### src/hdl/ldh_pkg.sv
// ----------------------------------------------------------------------------
// ldh_pkg: shared types and constants for the decompose / hint unit
// Word widths, request codes, configuration indexes and reset values.
// ----------------------------------------------------------------------------
`default_nettype none

package ldh_pkg;

  localparam int DW         = 32;
  localparam int COEFF_BITS = 32;

  // coefficients are cut to COEFF_BITS before reduction
  localparam logic [DW-1:0] COEFF_MASK =
    (COEFF_BITS >= DW) ? {DW{1'b1}} : DW'((64'd1 << COEFF_BITS) - 64'd1);

  localparam int CFG_IDX_W = 2;
  localparam logic [CFG_IDX_W-1:0] CFG_MODULUS_Q  = 2'd0;
  localparam logic [CFG_IDX_W-1:0] CFG_GAMMA      = 2'd1;
  localparam logic [CFG_IDX_W-1:0] CFG_HINT_M     = 2'd2;

  localparam logic [DW-1:0] RST_MODULUS_Q = 32'd8380417;
  localparam logic [DW-1:0] RST_GAMMA     = 32'd523776;
  localparam logic [DW-1:0] RST_HINT_M    = 32'd16;

  localparam int FIFO_DEPTH = 4;
  localparam int FIFO_AW    = $clog2(FIFO_DEPTH);

  typedef logic [DW-1:0] word_t;

  typedef enum logic [1:0] {
    REQ_DECOMPOSE = 2'd0,
    REQ_MAKE_HINT = 2'd1,
    REQ_USE_HINT  = 2'd2
  } req_t;

  // effective configuration with derived bounds
  typedef struct packed {
    word_t q;
    word_t q_m1;
    word_t q_half;
    word_t g;
    word_t g_half;
    word_t m;
    word_t m_half;
  } cfg_t;

  // request after reduction mod q
  typedef struct packed {
    req_t  req;
    word_t r;
    word_t o;
  } item_t;

endpackage

`default_nettype wire

### src/hdl/ldh_fifo.sv
// ----------------------------------------------------------------------------
// ldh_fifo: short queue between front and back
// Small register queue; full and non-empty flags come from a registered count.
// ----------------------------------------------------------------------------
`default_nettype none

module ldh_fifo (
  input  logic            clk,
  input  logic            rst_n,
  input  logic            push,
  input  ldh_pkg::item_t  push_item,
  input  logic            pop,
  output ldh_pkg::item_t  pop_item,
  output logic            full,
  output logic            nonempty
);
  import ldh_pkg::*;

  item_t              mem_r [FIFO_DEPTH];
  logic [FIFO_AW-1:0] wr_ptr_r, rd_ptr_r;
  logic [FIFO_AW:0]   count_r;

  always_ff @(posedge clk) begin
    if (!rst_n) begin
      wr_ptr_r <= '0;
      rd_ptr_r <= '0;
      count_r  <= '0;
    end else begin
      if (push) wr_ptr_r <= wr_ptr_r + 1'b1;
      if (pop)  rd_ptr_r <= rd_ptr_r + 1'b1;
      case ({push, pop})
        2'b10:   count_r <= count_r + 1'b1;
        2'b01:   count_r <= count_r - 1'b1;
        default: count_r <= count_r;
      endcase
    end
  end

  always_ff @(posedge clk) begin
    if (push) mem_r[wr_ptr_r] <= push_item;
  end

  assign pop_item = mem_r[rd_ptr_r];
  assign full     = (count_r == (FIFO_AW+1)'(FIFO_DEPTH));
  assign nonempty = (count_r != '0);

endmodule

`default_nettype wire

### config.mk
export PLATFORM = sky130hd
export DESIGN_NAME = ldh_fifo
export DESIGN_NICKNAME = d
export VERILOG_FILES = /design/src/hdl/ldh_pkg.sv /design/src/hdl/ldh_fifo.sv
export SDC_FILE = /design/constraint.sdc
export NUM_CORES = 1
export LEC_CHECK = 0
export BUFFER_PORTS_ARGS = -buffer_cell sky130_fd_sc_hd__buf_2
export CORE_MARGIN = 4
export CORE_UTILIZATION = 61
export DETAILED_ROUTE_END_ITERATION = 12
export GPL_ROUTABILITY_DRIVEN = 0
export PLACE_DENSITY = 0.84
export SLEW_MARGIN = 25
export SYNTH_ARGS = -nofsm -noshare
export SYNTH_HDL_FRONTEND = slang
export SYNTH_SLANG_ARGS = --single-unit
### constraint.sdc
create_clock -name clk -period 7.7 [get_ports clk]
set_input_delay 0 -clock clk [delete_from_list [all_inputs] [get_ports clk]]
set_output_delay 0 -clock clk [all_outputs]
set_load 0.03 [all_outputs]
# [Word level (Yosys, flattened, before mapping)]
# Memory sizes are Yosys's and may differ from the RTL's. A register that Yosys moved wholly into a read port is not among the register bits.
# Index checks and enable logic that the tools add are counted.
[classes] add_sub_neg=4 mux=5 eq_ne=3 n_reduce_logical=2
[ops] cell="$pmux 3 s2" count=1
[ops] cell="$add 2x1->2 const B" count=2
[ops] cell="$mux 2" count=2
[ops] cell="$add 3x1->3 const B" count=1
[ops] cell="$eq 3x3->1 const B" count=1
[ops] cell="$reduce_bool 3->1" count=1
[ops] cell="$sub 3x1->3 const B" count=1
[ops] cell="$eq 2x1->1 const B" count=1
[ops] cell="$eq 2x2->1 const B" count=1
[ops] cell="$mux 1" count=2
[ops] cell="$reduce_bool 2->1" count=1
[totals] register_bits=7 output_inout_bits=68 ramBits=264 memories=1 inputBits=70
[memory_table] memory="mem_r" words=4 word_bits=66 read_ports=1 rd_clocked_by_memory_dff=1 write_ports=1 line_no="ldh_fifo.sv:19" text="item_t mem_r [FIFO_DEPTH];"

# [Logic depth before layout (Yosys ltp)]
# Gate-level depths: netlist of the first run.
[depth] depth_word=3 ltp_mapped=6 mapped_depth_nobuf=6

# [Least setup slack after synthesis of the first run]
# OpenSTA, ideal clock, no wires.
[synth_timing] kind="register to register" start="register wr_ptr_r[0]" end="memory mem_r[0][0] (netlist bit), enable pin" slack_ns=5.178 required_time_ns=7.269 path_stages_with_launch=4 t_arrival_ns=2.091 synth_period_minus_slack_ns=2.522 path_cell_list="dfxtp_1 inv_1 ha_1 and2_1"
[synth_lines] element="start: declaration" line_no="ldh_fifo.sv:20" text="logic [FIFO_AW-1:0] wr_ptr_r, rd_ptr_r;"
[synth_lines] element="start signal: assignment" line_no="ldh_fifo.sv:29" text="if (push) wr_ptr_r <= wr_ptr_r + 1'b1;"
[synth_lines] element="end: declaration" line_no="ldh_fifo.sv:19"
# Straight into the memory's write port.

==> metrics.md, run 1 <==
| Metric | Value |
|---|---|
| Final Setup Violations | 0 |
| Switching pwr | 775 µW |
| Post-synthesis mux area share | 0.151 |
| Max Cap Viol | 0 |
| Clock Path Buffers | 3 |
| Synth Area per Inst | about 26 µm² |
| Slowest cell on crit path | dfxtp_4 |
| First DRT Iteration DRCs | roughly 270 |
| Pwr Density | approximately 270 nW/µm² |
| Post-synth cell types | 20 |
| FF+latch count, synth | around 270 |
| Total track usage | 0.206 |
| Layout Nets | between 600 and 700 |
| Synth Area in Compound Gates | 0.00126 |
| Top post-synthesis cells by count | 264 x edfxtp_1, 66 x mux4_2, 9 x and2_1, 9 x dfxtp_1 |
| N_diodes | 0 |
| GR peak layer | met2 |
| Finished Core Util | 0.776 |
| Mapped cell area | roughly 10000 µm² |
| GRT met3 Usage | 0.0420 |
| DP HPWL | slightly below 10 mm |
| Die area | 18,400 µm² |
| Via Count | 4,744 |
| RSZ-0062 raised after global routing | no |
| Sequential cell area fraction in the yosys report | 0.814 |
| Clk_skew | ~0.0095 ns |
| Logic pwr share | 0.119 |
| 1st-pass router iterations | 5 |
| Crit path max fanout | 37 |
| Sw frac | 0.232 |
| Final wirelength | around 19 mm |
| Cell taking the most area after synthesis | edfxtp_1 |
| Avg WL per Cell | about 22 µm |
| Worst path bufs/invs | 2 |
| Post_cts resized | 0 |
| Gr ovfl total | 0 |
| Period minus WS final | about 2.8 ns |
| CTS buffer count | 27 |
| Slew Limit Fails | 0 |
| HP Class | primary input to flip-flop |
| Top-area cell type share of the netlist area | 0.796 |
| Flop pwr share | 0.524 |
| Top FF cell, synth | edfxtp_1 |
| Data arrival time of the worst path | 2.82 ns |
| Final instance area | ~12,000 µm² |
| GR Layer Usage met2 | 0.350 |
| Largest net degree at the start of global routing | 67 |
| First-pass GRT wire length | 28.7 mm |
| CP Data Required Time | between 7 and 8 ns |
| IO Pins | between 100 and 150 |
| Period utilization | 0.367 |
| Setup WS pre-CTS | 5.30 ns |
| Share of cells above drive strength 1 | 0.393 |
| Core area | around 16,000 µm² |
| Site Rows | 46 |
| Setup ws final | 4.88 ns |
| Worst-path cell chain | buf_4, mux4_2, buf_2 |
| Synth Area in Simple Gates | 0.00930 |
| Post-synthesis instance total | approximately 390 |
| Port buffer count | 137 |
| Actual slew at the worst max-slew pin | approximately 1.0 ns |
| Initial antenna violation count | 0 |
| Synth Area in Adders | 0.00829 |
| Post-synth EDFFs | roughly 260 |
| Fmax | 0.354 GHz |
| Vias in the first global route | between 5,000 and 6,000 |
| Met1 Use GR | 0.284 |
| Initial cell density of the core | 0.625 |
| Setup TNS | 0 ns |
| Internal | between 2000 and 3000 µW |
| DP Area | around 11,000 µm² |
| Status | finished, final reports clean |
| Delay-heaviest family, CP | flip-flops |
| Top post-synthesis cells by area | edfxtp_1 80%, mux4_2 15%, dfxtp_1 1.8% |
| FILL cells | ~790 |
| DIE HEIGHT | 136 µm |
| P_leak | approximately 0.0042 µW |
| Crit path launch type | flip-flop |
| Synth-to-Final Area Change | 24.2% |
| YS warnings | 0 |
| Via density | 5.61 |
| Die X | around 140 µm |
| Main combinational cell family by area after synthesis | multiplexers |
| Most frequent cell after synthesis | edfxtp_1 |
| Root Buffer | clkbuf_16 |
| Clock slew at reported path FFs | ~0.06 ns |
| H-tree Lvls | 1 |
| Max VDD drop | between 200 and 250 µV |
| XOR/XNOR Fraction of Synth Area | 0.00440 |
| Num Clock Sinks | roughly 270 |
| Max_slew headroom | 0.329 |
| Worst-Skew Late Latency | 0.51 ns |
| Hold Vio Cnt, Final | 0 |
| Clock power share | 0.357 |
| Setup crit end kind | output pin |
| FFs w/ async S/R, synth | 0 |
| CTS tree | yes |
| Remaining DRCs | 0 |
| Post-DRT Antenna Nets | 0 |
| Max stage delay on crit path | roughly 0.84 ns |
| WS Path Type | flip-flop to output pin |
| Mapped Nets | around 460 |
==> path summary, 6_finish.rpt <==
kind,depth (start not counted),startpoint,slack (ns),to
setup / recovery,3,flip-flop,4.88,pop_item[64]
hold / removal,2,push_item[14],0.24,mem_r[2][14]
setup reg to reg,3,wr_ptr_r[0],5.87,mem_r[2][33]
hold reg to reg,2,count_r[2],0.54,count_r[2]
==> layout by cell type (no fill, tap or decap) <==
cell           instances
and2_1                 5
nor2b_1                2
clkinv_1               3
fa_1                   1
clkinvlp_4             1
nor3b_1                1
buf_2                137
mux2i_1                2
dlygate4sd3_1         70
and2_4                 4
ha_1                   5
xor2_1                 2
dfxtp_1                7
clkbuf_8               5
xnor2_1                3
inv_1                  3
clkbuf_16             27
nand2_1                1
edfxtp_1             264
dfxtp_4                2
buf_4                  1
mux4_2                66
clkbuf_1               9
o21ai_0                1
clkinv_2               3
or3_1                  2
buf_12                 1
a21boi_0               1
==> what timing repair did <==
action | 4_1_cts | 5_1_grt
hold endpoints to repair | 273 | 0
setup buffers | 0 | 0
hold buffers | 70 | 0
==> worst reg2reg max path, cell delays in order (launching register included) <==
cell and delay [ns]:
dfxtp_1 0.35, inv_1 0.09, ha_1 0.16, and2_4 0.80
==> power groups by stage <==
stage	sequential, µW	combinational [µW]	clock [µW]
6_report	1750	397	1190
5_1_grt	1760	422	1280
4_1_cts	1750	401	1210
3_5_place_dp	1780	370	0
3_3_place_gp	1770	363	0
2_1_floorplan	1750	278	0
==> through the flow <==
| step | hold slack, ns | cells | total power, µW |
|---|---|---|---|
| 6_report | 0.238 | 845 | 3340 |
| 5_1_grt | 0.235 | 845 | 3460 |
| 4_1_cts | 0.217 | 844 | 3360 |
| 3_5_place_dp | 0.220 | 726 | 2150 |
| 3_3_place_gp | 0.209 | 726 | 2140 |
| 2_1_floorplan | 0.0989 | 386 | 2030 |
==> cell type report <==
cell class / count / area (µm²) / area share
Sequential cell: 273 / 8120 / 0.656
Multi-Input combinational cell: 96 / 1750 / 0.141
Timing Repair Buffer: 209 / 1410 / 0.114
Clock buffer: 41 / 778 / 0.0629
Tap cell: 216 / 270 / 0.0218
Clock inverter: 7 / 33.8 / 0.00273
Inverter: 3 / 11.3 / 0.000910
==> layer usage <==
layer	vias to the layer above	routed length [µm]
li1	2098	-
met1	2429	7230
met2	196	9660
met3	21	1430
met4	0	223
met5	-	0
==> registers in the layout, summed over array words and instances (netlist names), named ones only <==
| signal | flops |
|---|---|
| mem_r | 264 |
| rd_ptr_r | 2 |
| wr_ptr_r | 2 |
| count_r | 3 |
==> cell families (layout without fill, tap and decap cells) <==
| group | Yosys count | count (layout) |
|---|---|---|
| AOI/OAI and AO/OA | 2 | 2 |
| xor gates and xnor gates | 5 | 5 |
| adders and majority gates | 6 | 6 |
| buffers and inverters | 17 | 260 |
| DFF | 273 | 273 |
| muxes | 68 | 68 |
| and+or+nand+nor | 15 | 15 |
Power figures use the tool's default switching activity.
==> inputs of run 2 (changes only) <==
--- a/config.mk
+++ b/config.mk
@@ -7,10 +7,10 @@
 export LEC_CHECK = 0
 export BUFFER_PORTS_ARGS = -buffer_cell sky130_fd_sc_hd__buf_2
 export CORE_MARGIN = 4
-export CORE_UTILIZATION = 61
+export CORE_UTILIZATION = 51
 export DETAILED_ROUTE_END_ITERATION = 12
 export GPL_ROUTABILITY_DRIVEN = 0
-export PLACE_DENSITY = 0.84
+export PLACE_DENSITY = 0.75
 export SLEW_MARGIN = 25
 export SYNTH_ARGS = -nofsm -noshare
 export SYNTH_HDL_FRONTEND = slang
==> constraint.sdc (replaced) <==
create_clock -name clk -period 2.5 [get_ports clk]
set_input_delay 0 -clock clk [delete_from_list [all_inputs] [get_ports clk]]
set_output_delay 0 -clock clk [all_outputs]
set_load 0.03 [all_outputs]
==> metrics.md, run 2 (synthesis results as in run 1) <==
| Metric | Value |
|---|---|
| Clock slew at reported path FFs | around 0.060 ns |
| Max Cap Viol | 0 |
| Flop-to-flop setup slack | roughly 0.80 ns |
| Max VDD drop | roughly 560 µV |
| Pwr Density | 852 nW/µm² |
| Beginning of the worst hold path | push_item[6] |
| Worst reg-to-reg path cell count | 4 |
| CP Data Required Time | 2.50 ns |
| Clock Path Buffers | 3 |
| Reg2reg start | wr_ptr_r[1] |
| 1st-pass router iterations | 4 |
| Share of cells above drive strength 1 | 0.403 |
| Setup ws final | between 0.2 and 0.3 ns |
| Setup TNS | 0 ns |
| Dpl cells | between 700 and 800 |
| Layout Nets | 696 |
| WS Path Type | flip-flop to output pin |
| Largest net degree at the start of global routing | 67 |
| Crit path to | pop_item[41] |
| DP HPWL | 10.8 mm |
| Finished Core Util | 0.670 |
| Top Metal Used | met5 |
| Sw frac | 0.227 |
| Die X | ~150 µm |
| Die area | approximately 22,000 µm² |
| Num Clock Sinks | ~270 |
| N_diodes | 0 |
| Most frequent cells in the layout | 264 x edfxtp_1, 137 x buf_2, 70 x dlygate4sd3_1 |
| Initial cell density of the core | 0.525 |
| Port buffer count | ~140 |
| Setup WS pre-CTS | just under 0.8 ns |
| Slew Limit Fails | 0 |
| Max stage delay on crit path | ~0.6 ns |
| IO Pins | about 140 |
| Final wirelength | around 18 mm |
| CTS buffer count | 29 |
| M1 WL | 7.57 mm |
| HP Class | primary input to flip-flop |
| Worst-Skew Late Latency | around 0.53 ns |
| Setup crit end kind | output pin |
| Initial antenna violation count | 1 |
| RSZ-0062 raised after global routing | no |
| Fmax | approximately 0.45 GHz |
| Data arrival time of the worst path | about 2.2 ns |
| Avg WL per Cell | between 20 and 25 µm |
| Core area | 19,000 µm² |
| Met3 WL | approximately 1.2 mm |
| Internal | around 8400 µW |
| Period utilization | 0.889 |
| First DRT Iteration DRCs | 272 |
| First-pass GRT wire length | between 20 and 30 mm |
| Vias in the first global route | slightly above 5,000 |
| Root Buffer | clkbuf_16 |
| Final Setup Violations | 0 |
| Site Rows | 50 |
| Post_cts resized | 0 |
| Post-DRT Antenna Nets | 0 |
| Period minus WS final | 2.22 ns |
| CTS tree | yes |
| Logic pwr share | 0.120 |
| Synth-to-Final Area Change | 27.5% |
| P_leak | roughly 0.0044 µW |
| Via density | 5.24 |
| Clock power share | 0.387 |
| Clk_skew | between 0.009 and 0.01 ns |
| Status | finished, final reports clean |
| H-tree Lvls | 1 |
| Slowest cell on crit path | dfxtp_4 |
| Biggest regs | mem_r (264), count_r (3) |
| Biggest register | mem_r |
| Max_slew headroom | 0.724 |
| Actual slew at the worst max-slew pin | slightly above 0.4 ns |
| Gr ovfl total | 0 |
| Hold Vio Cnt, Final | 0 |
| Worst-path cell chain | buf_12, mux4_2, buf_2 |
| Critical R2R Capture | mem_r[1][23] |
| Max reg flops | roughly 260 |
| DIE HEIGHT | roughly 150 µm |
| Final std cells w/o fill | approximately 900 |
| Crit path max fanout | 28 |
| Total track usage | 0.168 |
| Flop pwr share | 0.493 |
| Crit path launch type | flip-flop |
| Via Count | 4,730 |
| Met2 routed WL | about 9 mm |
| Switching pwr | 2450 µW |
| Remaining DRCs | 0 |
| Most common cell after layout, fill and taps aside | edfxtp_1 |
==> run 2: worst max-delay path: cells and delay by family, from the launching register on <==
family                 cells  cell delay (ns)
muxes                      1             0.56
DFF                        1             0.60
buffers and inverters      2             0.50
==> run 2: layout make-up <==
cell class,count,area [µm²]
clock buffers,41,781
well taps,260,325
repair buffers,217,1550
multi-input cells,96,1750
flip-flops and latches,273,8120
clock inverters,13,171
inverters,3,11.3
fillers,1216,6250
==> run 2: repair_timing <==
action | 4_1_cts | 5_1_grt
hold endpoints to repair | 273 | 0
hold buffers | 70 | 0
setup endpoints to repair | 0 | 0
setup buffers | 0 | 0
==> run 2: per-stage QoR <==
step / area (µm²) / hold WS (ns) / power (µW)
after floorplan: 9970 / 0.0989 / 6250
after global placement: 11000 / 0.209 / 6630
after detailed placement: 11000 / 0.216 / 6670
after CTS: 12700 / 0.193 / 10900
after global routing: 12700 / 0.203 / 11300
final: 12700 / 0.217 / 10800
==> run 2: worst min-delay path by stage <==
stage                        end  slack [ns]  cells past startpoint
finish               mem_r[2][6]        0.22                      2
floorplan            mem_r[0][0]         0.1                      0
CTS                  mem_r[2][6]        0.19                      2
global placement    mem_r[1][22]        0.21                      1
detailed placement  mem_r[3][58]        0.22                      1
global route         mem_r[2][6]        0.20                      2
==> run 2: routing by layer <==
layer  up-vias  GRT usage
met2       148      0.279
met4         2     0.0415
met1      2420      0.230
met3        39     0.0392
li1       2121          -
met5         -          0
==> run 2: power by group through the flow <==
| stage | Combinational (µW) | Clock (µW) | Sequential (µW) |
|---|---|---|---|
| after CTS | 1320 | 4270 | 5340 |
| after global routing | 1390 | 4510 | 5360 |
| after detailed placement | 1230 | 0 | 5440 |
| after floorplan | 859 | 0 | 5390 |
| final | 1300 | 4190 | 5340 |
| after global placement | 1210 | 0 | 5420 |
